--- config.mk ---
export PLATFORM = sky130hd
export DESIGN_NAME = packed_text_encoder_unit_flat
export DESIGN_NICKNAME = d
export VERILOG_FILES = /design/src/design/pte_pkg.sv /design/src/design/pte_in_if.sv /design/src/design/pte_out_if.sv /design/src/design/packed_text_encoder_unit.sv /design/src/design/pte_coder.sv /design/src/design/pte_packer.sv /design/src/design/pte_out_queue.sv /design/src/flat_wrapper.sv
export SDC_FILE = /design/constraint.sdc
export NUM_CORES = 1
export LEC_CHECK = 0
export ABC_AREA = 1
export ABC_CLOCK_PERIOD_IN_PS = 4600
export BUFFER_PORTS_ARGS = -buffer_cell sky130_fd_sc_hd__buf_2
export CORE_ASPECT_RATIO = 1.4
export CORE_UTILIZATION = 50
export CTS_CLUSTER_DIAMETER = 60
export DETAILED_ROUTE_END_ITERATION = 6
export GPL_ROUTABILITY_DRIVEN = 0
export PLACE_DENSITY = 0.76
export SKIP_LAST_GASP = 1
export SLEW_MARGIN = 5
export SYNTH_ARGS = -nofsm -noshare
export SYNTH_HDL_FRONTEND = slang
export SYNTH_SLANG_ARGS = --single-unit
--- constraint.sdc ---
create_clock -name clk_i -period 4.6 [get_ports clk_i]
set_input_delay 0.23 -clock clk_i [delete_from_list [all_inputs] [get_ports clk_i]]
set_output_delay 0.23 -clock clk_i [all_outputs]
set_load 0.05 [all_outputs]
--- src/design/pte_pkg.sv ---
`timescale 1ns / 1ps
`default_nettype none

package pte_pkg;

  // code modes
  typedef enum logic [1:0] {
    MODE_NUMERIC = 2'd0,
    MODE_ALNUM   = 2'd1,
    MODE_ASCII   = 2'd2,
    MODE_SPARE   = 2'd3
  } code_mode_e;

  // configuration register indexes
  typedef enum logic [1:0] {
    REG_CODE_MODE  = 2'd0,
    REG_DIGIT_STOP = 2'd1,
    REG_ALNUM_STOP = 2'd2,
    REG_ASCII_STOP = 2'd3
  } cfg_reg_e;

  localparam int unsigned CfgIdxW  = 2;
  localparam int unsigned CfgDataW = 7;

  // code widths
  localparam logic [2:0] WidthNumeric = 3'd4;
  localparam logic [2:0] WidthAlnum   = 3'd6;
  localparam logic [2:0] WidthAscii   = 3'd7;

  // character constants
  localparam logic [7:0] CharZero   = 8'h30;
  localparam logic [7:0] CharNine   = 8'h39;
  localparam logic [7:0] CharUpperA = 8'h41;
  localparam logic [7:0] CharUpperZ = 8'h5A;
  localparam logic [7:0] AlphaBias  = 8'h37;
  localparam logic [7:0] OtherBias  = 8'h3D;

  // reset values of the registers
  localparam logic [3:0] DigitStopRst = 4'hF;
  localparam logic [5:0] AlnumStopRst = 6'h3F;
  localparam logic [6:0] AsciiStopRst = 7'h7F;

  typedef struct packed {
    code_mode_e mode;
    logic [3:0] digit_stop;
    logic [5:0] alnum_stop;
    logic [6:0] ascii_stop;
  } cfg_t;

  // one code, right-aligned, with its width
  typedef struct packed {
    logic [6:0] code;
    logic [2:0] width;
  } code_t;

  // one result byte
  typedef struct packed {
    logic [7:0] data;
    logic       fin;
  } res_item_t;

  // all results of one item
  typedef struct packed {
    logic [1:0] count;
    res_item_t  first;
    res_item_t  second;
  } pack_res_t;

endpackage

`default_nettype wire

--- src/design/pte_in_if.sv ---
`timescale 1ns / 1ps
`default_nettype none

interface pte_in_if;
  logic       valid;
  logic       ready;
  logic [7:0] text_char;
  logic       end_marker;

  modport source (output valid, output text_char, output end_marker, input ready);
  modport sink (input valid, input text_char, input end_marker, output ready);
endinterface

`default_nettype wire

--- src/design/pte_out_if.sv ---
`timescale 1ns / 1ps
`default_nettype none

interface pte_out_if;
  logic       valid;
  logic       ready;
  logic [7:0] packed_byte;
  logic       final_byte;

  modport source (output valid, output packed_byte, output final_byte, input ready);
  modport sink (input valid, input packed_byte, input final_byte, output ready);
endinterface

`default_nettype wire

--- src/design/packed_text_encoder_unit.sv ---
`timescale 1ns / 1ps
`default_nettype none

// channel   dir  handshake     payload
// in_ch     in   valid/ready   text_char[7:0], end_marker
// out_ch    out  valid/ready   packed_byte[7:0], final_byte
// cfg       in   cfg_we_i      cfg_idx_i[1:0], cfg_wdata_i[6:0]
//
// one character per cycle sustained while the queue has room; a request waits in the
// input register, its bytes are packed there and land in a two-entry result queue
// an end marker yields one or two bytes; two need both queue slots free
// (empty queue, or one entry leaving in the same cycle)
// reset clears pending bits, queue and registers to their defaults
// a stalled output holds the input register once the queue lacks room for its bytes

module packed_text_encoder_unit import pte_pkg::*; (
  input  logic                clk_i,
  input  logic                rst_ni,
  input  logic                cfg_we_i,
  input  logic [CfgIdxW-1:0]  cfg_idx_i,
  input  logic [CfgDataW-1:0] cfg_wdata_i,
  pte_in_if.sink              in_ch,
  pte_out_if.source           out_ch
);

  cfg_t       cfg_q;
  logic       in_vld_q;
  logic [7:0] char_q;
  logic       end_q;
  logic       adv;
  logic [1:0] space;
  code_t      code;
  pack_res_t  res;

  // configuration registers
  always_ff @(posedge clk_i or negedge rst_ni) begin
    if (!rst_ni) begin
      cfg_q.mode       <= MODE_NUMERIC;
      cfg_q.digit_stop <= DigitStopRst;
      cfg_q.alnum_stop <= AlnumStopRst;
      cfg_q.ascii_stop <= AsciiStopRst;
    end else if (cfg_we_i) begin
      unique case (cfg_reg_e'(cfg_idx_i))
        REG_CODE_MODE:  cfg_q.mode       <= code_mode_e'(cfg_wdata_i[1:0]);
        REG_DIGIT_STOP: cfg_q.digit_stop <= cfg_wdata_i[3:0];
        REG_ALNUM_STOP: cfg_q.alnum_stop <= cfg_wdata_i[5:0];
        REG_ASCII_STOP: cfg_q.ascii_stop <= cfg_wdata_i;
        default: begin
        end
      endcase
    end
  end

  // input register advances when the queue has room for all results
  assign adv         = in_vld_q && (res.count <= space);
  assign in_ch.ready = !in_vld_q || adv;

  always_ff @(posedge clk_i or negedge rst_ni) begin
    if (!rst_ni) begin
      in_vld_q <= 1'b0;
    end else if (in_ch.ready) begin
      in_vld_q <= in_ch.valid;
    end
  end

  always_ff @(posedge clk_i) begin
    if (in_ch.ready && in_ch.valid) begin
      char_q <= in_ch.text_char;
      end_q  <= in_ch.end_marker;
    end
  end

  pte_coder u_coder (
    .cfg_i        (cfg_q),
    .text_char_i  (char_q),
    .end_marker_i (end_q),
    .code_o       (code)
  );

  pte_packer u_packer (
    .clk_i        (clk_i),
    .rst_ni       (rst_ni),
    .code_i       (code),
    .end_marker_i (end_q),
    .adv_i        (adv),
    .res_o        (res)
  );

  pte_out_queue u_out_queue (
    .clk_i   (clk_i),
    .rst_ni  (rst_ni),
    .push_i  (adv),
    .res_i   (res),
    .space_o (space),
    .out_ch  (out_ch)
  );

endmodule

`default_nettype wire

--- src/design/pte_coder.sv ---
`timescale 1ns / 1ps
`default_nettype none

module pte_coder import pte_pkg::*; (
  input  cfg_t       cfg_i,
  input  logic [7:0] text_char_i,
  input  logic       end_marker_i,
  output code_t      code_o
);

  logic [7:0] char_code;
  logic [7:0] stop_code;
  logic [7:0] digit_off;
  logic [7:0] alpha_off;
  logic [7:0] other_off;

  assign digit_off = text_char_i - CharZero;
  assign alpha_off = text_char_i - AlphaBias;
  assign other_off = text_char_i - OtherBias;

  // character code and stop code for the current mode
  always_comb begin
    char_code = 8'd0;
    stop_code = 8'd0;
    code_o.width = WidthAscii;
    unique case (cfg_i.mode)
      MODE_NUMERIC: begin
        code_o.width = WidthNumeric;
        char_code = {4'd0, digit_off[3:0]};
        stop_code = {4'd0, cfg_i.digit_stop};
      end
      MODE_ALNUM: begin
        code_o.width = WidthAlnum;
        stop_code = {2'd0, cfg_i.alnum_stop};
        if (text_char_i >= CharZero && text_char_i <= CharNine) begin
          char_code = digit_off;
        end else if (text_char_i >= CharUpperA && text_char_i <= CharUpperZ) begin
          char_code = alpha_off;
        end else begin
          char_code = {2'd0, other_off[5:0]};
        end
      end
      MODE_ASCII, MODE_SPARE: begin
        code_o.width = WidthAscii;
        char_code = {1'b0, text_char_i[6:0]};
        stop_code = {1'b0, cfg_i.ascii_stop};
      end
      default: begin
        code_o.width = WidthAscii;
      end
    endcase
    // end marker takes the stop code instead of the character
    code_o.code = end_marker_i ? stop_code[6:0] : char_code[6:0];
  end

endmodule

`default_nettype wire

--- src/design/pte_packer.sv ---
`timescale 1ns / 1ps
`default_nettype none

module pte_packer import pte_pkg::*; (
  input  logic      clk_i,
  input  logic      rst_ni,
  input  code_t     code_i,
  input  logic      end_marker_i,
  input  logic      adv_i,
  output pack_res_t res_o
);

  logic [6:0]  pend_q, pend_d;
  logic [2:0]  cnt_q, cnt_d;
  logic [13:0] acc;
  logic [3:0]  total;
  logic        emit;
  logic [2:0]  rem;
  logic [7:0]  head;
  logic [6:0]  keep;
  logic        flush;
  logic [7:0]  tail;
  logic [13:0] head_wide;
  logic [7:0]  tail_wide;

  // append the code to the pending bits
  assign acc   = ({7'd0, pend_q} << code_i.width) | {7'd0, code_i.code};
  assign total = {1'b0, cnt_q} + {1'b0, code_i.width};
  assign emit  = total[3];
  assign rem   = total[2:0];

  // completed byte and bits left over
  assign head_wide = acc >> rem;
  assign head      = head_wide[7:0];
  assign keep      = acc[6:0] & ~(7'h7F << rem);

  // zero-padded flush of the leftover bits
  assign flush     = end_marker_i && (rem != 3'd0);
  assign tail_wide = {1'b0, keep} << (4'd8 - {1'b0, rem});
  assign tail      = tail_wide;

  // result assembly
  always_comb begin
    res_o.count       = 2'd0;
    res_o.first.data  = head;
    res_o.first.fin   = 1'b0;
    res_o.second.data = tail;
    res_o.second.fin  = 1'b1;
    if (emit && flush) begin
      res_o.count = 2'd2;
    end else if (emit) begin
      res_o.count     = 2'd1;
      res_o.first.fin = end_marker_i;
    end else if (flush) begin
      res_o.count      = 2'd1;
      res_o.first.data = tail;
      res_o.first.fin  = 1'b1;
    end
  end

  // pending state update
  always_comb begin
    pend_d = pend_q;
    cnt_d  = cnt_q;
    if (adv_i) begin
      if (end_marker_i) begin
        pend_d = 7'd0;
        cnt_d  = 3'd0;
      end else begin
        pend_d = keep;
        cnt_d  = rem;
      end
    end
  end

  always_ff @(posedge clk_i or negedge rst_ni) begin
    if (!rst_ni) begin
      pend_q <= 7'd0;
      cnt_q  <= 3'd0;
    end else begin
      pend_q <= pend_d;
      cnt_q  <= cnt_d;
    end
  end

endmodule

`default_nettype wire

--- src/design/pte_out_queue.sv ---
`timescale 1ns / 1ps
`default_nettype none

module pte_out_queue import pte_pkg::*; (
  input  logic        clk_i,
  input  logic        rst_ni,
  input  logic        push_i,
  input  pack_res_t   res_i,
  output logic [1:0]  space_o,
  pte_out_if.source   out_ch
);

  res_item_t  ent_q [2];
  res_item_t  ent_d [2];
  logic [1:0] cnt_q, cnt_d;
  logic [1:0] cnt_left;
  logic [1:0] n_push;
  logic       pop;

  assign out_ch.valid       = (cnt_q != 2'd0);
  assign out_ch.packed_byte = ent_q[0].data;
  assign out_ch.final_byte  = ent_q[0].fin;

  assign pop      = out_ch.valid && out_ch.ready;
  assign space_o  = 2'd2 - cnt_q + {1'b0, pop};
  assign cnt_left = cnt_q - {1'b0, pop};
  assign n_push   = push_i ? res_i.count : 2'd0;
  assign cnt_d    = cnt_left + n_push;

  // shift out the head, then append new results
  always_comb begin
    ent_d[0] = pop ? ent_q[1] : ent_q[0];
    ent_d[1] = ent_q[1];
    if (n_push != 2'd0) begin
      if (cnt_left == 2'd0) begin
        ent_d[0] = res_i.first;
        ent_d[1] = res_i.second;
      end else begin
        ent_d[1] = res_i.first;
      end
    end
  end

  always_ff @(posedge clk_i) begin
    ent_q[0] <= ent_d[0];
    ent_q[1] <= ent_d[1];
  end

  always_ff @(posedge clk_i or negedge rst_ni) begin
    if (!rst_ni) begin
      cnt_q <= 2'd0;
    end else begin
      cnt_q <= cnt_d;
    end
  end

endmodule

`default_nettype wire
--- src/flat_wrapper.sv ---
// flat-port wrapper written by rule: the top's interface ports become plain ports
module packed_text_encoder_unit_flat import pte_pkg::*;
  (clk_i, rst_ni, cfg_we_i, cfg_idx_i, cfg_wdata_i, in_ch_valid, in_ch_text_char, in_ch_end_marker, in_ch_ready, out_ch_valid, out_ch_packed_byte, out_ch_final_byte, out_ch_ready);
  pte_in_if in_ch_i ();
  pte_out_if out_ch_i ();
  input  logic clk_i;
  input  logic rst_ni;
  input  logic cfg_we_i;
  input  logic [CfgIdxW-1:0] cfg_idx_i;
  input  logic [CfgDataW-1:0] cfg_wdata_i;
  input wire logic [$bits(in_ch_i.valid)-1:0] in_ch_valid;
  input wire logic [$bits(in_ch_i.text_char)-1:0] in_ch_text_char;
  input wire logic [$bits(in_ch_i.end_marker)-1:0] in_ch_end_marker;
  output wire logic [$bits(in_ch_i.ready)-1:0] in_ch_ready;
  output wire logic [$bits(out_ch_i.valid)-1:0] out_ch_valid;
  output wire logic [$bits(out_ch_i.packed_byte)-1:0] out_ch_packed_byte;
  output wire logic [$bits(out_ch_i.final_byte)-1:0] out_ch_final_byte;
  input wire logic [$bits(out_ch_i.ready)-1:0] out_ch_ready;
  assign in_ch_i.valid = in_ch_valid;
  assign in_ch_i.text_char = in_ch_text_char;
  assign in_ch_i.end_marker = in_ch_end_marker;
  assign in_ch_ready = in_ch_i.ready;
  assign out_ch_valid = out_ch_i.valid;
  assign out_ch_packed_byte = out_ch_i.packed_byte;
  assign out_ch_final_byte = out_ch_i.final_byte;
  assign out_ch_i.ready = out_ch_ready;
  packed_text_encoder_unit u_core (.clk_i(clk_i), .rst_ni(rst_ni), .cfg_we_i(cfg_we_i), .cfg_idx_i(cfg_idx_i), .cfg_wdata_i(cfg_wdata_i), .in_ch(in_ch_i), .out_ch(out_ch_i));
endmodule
==> results of run 1 <==
==> cells by family after synthesis <==
logic type / after synthesis / share of synthesized area
AO/OA/AOI/OAI: 86 / 0.119
XOR/XNOR: 9 / 0.0185
adder cells (fa/ha/maj): 20 / 0.0605
buffers and inverters: 91 / 0.0937
flip-flops: 59 / 0.362
multiplexers: 1 / 0.00264
AND/OR/NAND/NOR: 328 / 0.343
==> Yosys cell counts, types with 2 or more instances <==
cell type,n,area (um2)
nand2_1,196,736
nand3_1,62,310
inv_1,55,206
o21ai_0,41,205
nor2_1,29,109
ha_1,19,238
edfxtp_1,18,541
dfstp_2,17,447
dfrtp_1,15,375
a21oi_1,14,70.1
nand2_2,11,68.8
buf_4,10,75.1
nand4_1,10,62.6
clkbuf_1,9,33.8
dfxtp_1,9,180
buf_2,8,40.0
nor2_2,8,50.1
xor2_1,8,70.1
inv_2,4,15.0
o211ai_1,4,30.0
o21ai_1,4,20.0
o22ai_1,4,25.0
a221oi_1,3,26.3
a31oi_1,3,18.8
clkinv_1,3,11.3
or2_2,3,18.8
a22oi_1,2,15.0
nor3_1,2,10.0
nor3_4,2,32.5
o221ai_1,2,17.5
==> power by group through the flow <==
| stage | sequential, uW | combinational [uW] | clock, uW |
|---|---|---|---|
| after global placement | 955 | 2360 | 0 |
| final | 957 | 2470 | 685 |
| after floorplan | 927 | 1960 | 0 |
| after detailed placement | 964 | 2430 | 0 |
| after CTS | 956 | 2450 | 697 |
| after global routing | 978 | 2770 | 722 |
==> through the flow <==
stage                      util  instance area [um2]  hold WS [ns]  setup WS, ns
after floorplan               -                 4260       -0.0656         0.586
after global placement    0.541                 4440         0.314         0.683
after detailed placement  0.541                 4440         0.316         0.500
after CTS                 0.581                 4760        0.0626         0.483
after global routing      0.581                 4760        0.0638         0.111
final                     0.581                 4760        0.0729         0.493
==> critical path, stage by stage (launching register included) <==
cell       delay, ns
dfrtp_1         0.43
nor2_2          0.35
fa_1            0.52
ha_1            0.23
ha_1            0.25
nor2_1          0.15
ha_1            0.23
ha_1            0.26
inv_1           0.06
nor2_1          0.03
a2bb2oi_1       0.13
nor2_1          0.10
buf_4           0.17
o21ai_0         0.14
nor2_2          0.33
clkinv_1        0.35
nor2_1          0.18
a31oi_1         0.06
==> flip-flops by register name, summed over array words and instances (netlist names) <==
| name | cells |
|---|---|
| u_core.u_out_queue.cnt_q | 2 |
| u_core.u_packer.cnt_q | 3 |
| u_core.in_vld_q | 1 |
| u_core.char_q | 8 |
| u_core.u_packer.pend_q | 7 |
| u_core.cfg_q | 19 |
| u_core.end_q | 1 |
| u_core.u_out_queue.ent_q | 18 |
==> per-layer routing <==
metal  global-route usage  vias to the layer above  part of all wire
li1                     -                     1998                 -
met1                0.266                     1756              0.41
met2                0.416                      129              0.50
met3               0.0403                       48             0.036
met4                0.170                        0             0.057
met5                    0                        -                 0
==> layout make-up <==
cell class                      count  area share
Multi-Input combinational cell    444       0.487
Inverter                           63      0.0502
Sequential cell                    59       0.324
Tap cell                          102      0.0268
Timing Repair Buffer               40      0.0462
Clock buffer                       12      0.0607
Clock inverter                      4     0.00552
==> path summary, 6_finish.rpt <==
kind | startpoint | to | slack (ns) | cells past startpoint
max in group asynchronous | rst_ni | u_core.u_out_queue.cnt_q[1]$_DFF_PN0_ | 3.64 | 2
worst min-delay path | in_ch_end_marker | u_core.end_q$_DFFE_PP_ | 0.07 | 1
worst min register to register | u_core.cfg_q[1]$_DFFE_PN1P_ | u_core.cfg_q[1]$_DFFE_PN1P_ | 0.49 | 2
worst max-delay path | u_core.cfg_q[18]$_DFFE_PN0P_ | u_core.u_out_queue.ent_q[0][0]$_DFF_P_ | 0.49 | 17
min in group asynchronous | rst_ni | u_core.u_packer.pend_q[4]$_DFFE_PN0P_ | 0.49 | 2
worst max register to register | u_core.cfg_q[18]$_DFFE_PN0P_ | u_core.u_out_queue.ent_q[0][0]$_DFF_P_ | 0.49 | 17
==> results.py, run 1 <==
metrics = {
    "outcome": {
        "outcome": "finished, final reports clean",
    },
    "routing": {
        "wl_mm": 10.0,
        "drtAntennaViolNets": 0,
        "post-route-drc-count": 0,
        "first_iter_violations": 272,
        "wl_per_cell_um": 13.8,
        "firstDrtPassIters": 5,
        "viasPerCell": 5.43,
        "dr_total_vias": 3931,
    },
    "final_layout": {
        "syn_to_final_growth_pct": 11.8,
        "finalNonFillerCells": 724,
        "drive_above_1_share": 0.174,
        "nNetsFinal": 660,
        "final_common_cell": "nand2_1",
        "seq_area_um2": 1540,
        "fillers": 763,
        "layout_common_cells": "nand2_1 (196), nand3_1 (62), inv_1 (55)",
        "multi_input_comb_area_um2": 2320,
        "antennaDiodeCount": 0,
    },
    "grt": {
        "overflow": 0,
        "grt_pass1_wl_mm": 16.8,
        "grt_usage": 0.243,
        "antenna_found_initial": 0,
        "grt_pass1_vias": 3757,
        "grt_max_degree": 33,
    },
    "floorplanning": {
        "die_w_um": 80,
        "start_util": 0.520,
        "die-area_um2": 8900,
        "rows": 39,
        "ios": 34,
        "core-area_um2": 8200,
        "die_h_um": 111,
    },
    "clocking": {
        "cts_made_buffers": 9,
        "ctsHoldBuffers": 1,
        "post_cts_buffers": 0,
        "clkTransAtPathRegs_ns": 0.05,
        "clockBufferDepth": 2,
        "cts_num_sinks": 59,
        "clk_latency_ns": 0.33,
        "htree_levels": 3,
        "cts_resized": 0,
        "cts_tree": "built",
        "cts_root_buffer": "clkbuf_16",
    },
    "worst_setup_path": {
        "crit_arrival_ns": 4.31,
        "critical_path_class": "reg2reg",
        "crit_path_end_kind": "flop",
        "crit_fanout": 10,
        "cp-start-kind": "flop",
        "cp.required_ns": 4.81,
    },
    "sta": {
        "maxSlewViolCount": 0,
        "skew_ns": 0.00696,
        "rsz0062_at_grt": "no",
        "slew_headroom": 0.523,
        "fin_crit_ns": 4.11,
        "finalSetupViolations": 0,
        "fmax_mhz": 243,
        "hold_viol_final": 0,
        "min_period_over_period": 0.893,
        "worst_pin_slew_ns": 0.716,
        "tns_ns": 0,
    },
    "run": {
        "cap_violations": 0,
    },
    "synth": {
        "synth_area_per_cell_um2": 7.17,
        "synth_cells": 594,
        "synth-async-reset-ratio": 0.542,
        "synth_edf_count": 18,
        "syn_nets": 637,
        "ys_seq_elements": 59,
        "seq_area_frac_synth": 0.362,
        "synthFlopType": "edfxtp_1",
        "netlist_area_um2": 4260,
        "ys_types": 49,
        "ys_warn_count": 0,
    },
    "placed_design": {
        "hpwl_mm": 7.70,
        "dp_cells": 707,
        "numPortBuffers": 33,
    },
    "power_and_ir_drop": {
        "power_density_nw_per_um2": 863,
        "switching_share": 0.504,
        "combPwrFrac": 0.600,
        "total_power_uw": 4110,
        "clockPowerShare": 0.167,
        "leakage_uw": 0.00232,
        "p_switching_uw": 2070,
        "p_seq_frac": 0.233,
        "power.internal_uw": 2040,
        "peakVddDrop_uv": 441,
    },
    "hold_path": {
        "hold_class": "in2reg",
    },
}
Power figures use the tool's default switching activity.
==> run 2, diff against run 1 <==
Settings changed: CORE_MARGIN set to 5, SYNTH_HIERARCHICAL set to 1.
==> results.py, run 2 <==
metrics = {
    "clocking": {
        "cts_num_sinks": 59,
        "post_cts_buffers": 0,
        "cts_tree": "built",
        "clkTransAtPathRegs_ns": 0.06,
        "clk_latency_ns": 0.34,
        "htree_levels": 3,
        "cts_root_buffer": "clkbuf_16",
        "clockBufferDepth": 2,
        "cts_made_buffers": 9,
    },
    "routing": {
        "firstDrtPassIters": 5,
        "dr_total_vias": 4583,
        "first_iter_violations": 291,
        "wl_per_cell_um": 13.9,
        "drtAntennaViolNets": 0,
        "viasPerCell": 5.40,
        "post-route-drc-count": 0,
        "wl_mm": 11.8,
    },
    "placed_design": {
        "numPortBuffers": 33,
        "hpwl_mm": 9.18,
    },
    "worst_setup_path": {
        "cp.required_ns": 4.83,
        "ff2ff_path_depth": 21,
        "r2r_setup_slack_ns": 0.45,
        "crit_fanout": 12,
        "critical_path_class": "reg2reg",
        "crit_path_end_kind": "flop",
        "r2r_end": "u_core/u_out_queue/cnt_q[1]$_DFF_PN0_",
        "r2r-start": "u_core/cfg_q[17]$_DFFE_PN0P_",
        "crit_arrival_ns": 4.38,
        "cp-start-kind": "flop",
    },
    "sta": {
        "min_period_over_period": 0.903,
        "rsz0062_at_grt": "no",
        "fin_crit_ns": 4.15,
        "hold_viol_final": 0,
        "tns_ns": 0,
        "fmax_mhz": 241,
        "finalSetupViolations": 0,
        "worst_pin_slew_ns": 0.762,
        "maxSlewViolCount": 0,
        "slew_headroom": 0.488,
        "skew_ns": 0.00785,
    },
    "hold_path": {
        "hold_class": "in2reg",
        "min_to": "u_core/char_q[7]$_DFFE_PP_",
        "hold_path_depth": 1,
        "min_from": "in_ch_text_char[7]",
    },
    "synth": {
        "synth-async-reset-ratio": 0.542,
        "ys_warn_count": 6,
        "synth_commonest_cells": "nand2_1 (220), nand3_1 (114), inv_1 (79), o21ai_0 (20), ha_1 (19)",
        "yosys.area.top_type": "nand2_1",
        "ys_seq_elements": 59,
        "synth_edf_count": 18,
        "syn_nets": 734,
        "seq_area_frac_synth": 0.315,
        "synth_most_common_cell": "nand2_1",
        "synthFlopType": "edfxtp_1",
        "synthTopCellsByArea": "nand2_1 (17%), nand3_1 (12%), edfxtp_1 (11%), dfstp_2 (9.1%), dfrtp_1 (7.7%)",
        "ys_types": 52,
        "netlist_area_um2": 4900,
        "synth_area_per_cell_um2": 7.08,
        "synth_cells": 692,
        "synth_top_area_frac": 0.169,
    },
    "final_layout": {
        "fillers": 891,
        "drive_above_1_share": 0.209,
        "multi_input_comb_area_um2": 2730,
        "layout_common_cells": "nand2_1 (219), nand3_1 (114), inv_1 (79)",
        "syn_to_final_growth_pct": 8.71,
        "fin_util": 0.560,
        "largest_register_ffs": 19,
        "seq_area_um2": 1540,
        "top_regs": "u_core/cfg_q (19), u_core/u_out_queue/ent_q (18), u_core/char_q (8)",
        "nNetsFinal": 753,
        "antennaDiodeCount": 0,
        "final_common_cell": "nand2_1",
        "largest_register": "u_core/cfg_q",
    },
    "grt": {
        "grt_pass1_wl_mm": 20.0,
        "grt_pass1_vias": 4515,
        "grt_usage": 0.209,
        "overflow": 0,
        "grt_max_degree": 33,
        "antenna_found_initial": 0,
    },
    "power_and_ir_drop": {
        "peakVddDrop_uv": 322,
        "power_density_nw_per_um2": 836,
        "leakage_uw": 0.00273,
    },
    "floorplanning": {
        "die_h_um": 127,
        "die_w_um": 93.7,
        "start_util": 0.515,
        "core-area_um2": 9510,
        "rows": 42,
        "die-area_um2": 11900,
        "ios": 34,
    },
    "outcome": {
        "outcome": "finished, final reports clean",
    },
    "run": {
        "cap_violations": 0,
    },
}
## run 2: changes by cell type after synthesis, sizes merged, moves of 4 or more
cell	change
a21oi	-5
buf	+8
clkbuf	-6
inv	+38
nand2	+35
nand3	+63
nor2	-15
o21ai	-5
or2	-4
## run 2: layout make-up
class	instances	share of cell area
Sequential cell	59	0.290
Multi-Input combinational cell	504	0.513
Clock inverter	5	0.0101
Timing Repair Buffer	38	0.0385
Clock buffer	11	0.0437
Inverter	99	0.0740
Tap cell	132	0.0310
## run 2: kinds of logic (layout without fill, tap and decap cells)
kind of cell,count (synthesis),after routing,synth area share
buffers and inverters,129,153,0.128
other,2,2,0.00153
and+or+nand+nor,407,407,0.400
DFF,59,59,0.315
xor gates and xnor gates,8,8,0.0181
adders and majority gates,19,19,0.0485
AOI/OAI and AO/OA,68,68,0.0886
## run 2: worst max-delay path: stages, from the launching register on
cell and delay (ns):
dfrtp_1 0.40, nor2_1 0.26, inv_1 0.26, ha_1 0.48
nand2_2 0.10, nand2_2 0.08, nand2_2 0.06, nand2_4 0.21
ha_1 0.24, nor2_1 0.07, ha_1 0.29, inv_1 0.05
ha_1 0.26, nand2_1 0.06, a21boi_0 0.46, nand2_1 0.18
inv_1 0.10, ha_1 0.17, nand3b_1 0.15, nand2_1 0.07
nand2_1 0.06, nand2_1 0.05
## run 2: layer usage
layer | wire length [um] | global-route usage | share of wire | vias to the layer above
met3 | 583 | 0.0471 | 0.050 | 42
met4 | 461 | 0.111 | 0.039 | 0
met1 | 4370 | 0.217 | 0.37 | 2110
met5 | 0 | 0 | 0 | -
li1 | - | - | - | 2273
met2 | 6350 | 0.384 | 0.54 | 158
## run 2: metrics by stage
step / power, uW / setup WS (ns) / hold WS, ns / area [um2] / cells
3_3_place_gp: 3690 / 0.582 / 0.310 / 5030 / 831
5_1_grt: 4840 / 0.0748 / 0.0581 / 5330 / 848
3_5_place_dp: 3760 / 0.299 / 0.322 / 5030 / 831
4_1_cts: 4440 / 0.296 / 0.0557 / 5320 / 848
2_1_floorplan: 3220 / 0.628 / -0.0656 / 4900 / 692
6_report: 4450 / 0.446 / 0.0624 / 5330 / 848
## run 2: where the power goes
group          internal (uW)  switching, uW
clock                    417            244
combinational            870           1960
sequential               820            139
total                   2110           2350
## run 2: worst max path at each step
stage / startpoint / end / cells past startpoint
2_1_floorplan: u_core/cfg_q[18]$_DFFE_PN0P_ / u_core/u_out_queue/ent_q[0][0]$_DFF_P_ / 19
3_3_place_gp: u_core/cfg_q[17]$_DFFE_PN0P_ / u_core/u_out_queue/ent_q[0][0]$_DFF_P_ / 20
3_5_place_dp: u_core/cfg_q[17]$_DFFE_PN0P_ / u_core/u_out_queue/ent_q[0][0]$_DFF_P_ / 20
4_1_cts: u_core/cfg_q[17]$_DFFE_PN0P_ / u_core/u_out_queue/ent_q[0][0]$_DFF_P_ / 20
5_1_grt: u_core/cfg_q[17]$_DFFE_PN0P_ / u_core/u_out_queue/ent_q[0][3]$_DFF_P_ / 19
6_report: u_core/cfg_q[17]$_DFFE_PN0P_ / u_core/u_out_queue/cnt_q[1]$_DFF_PN0_ / 21
## run 2: timing repair
item / in CTS / in global routing
hold buffers: 1 / 0
setup endpoints to repair: 0 / 9
resized for setup: 0 / 1
hold endpoints to repair: 15 / 0
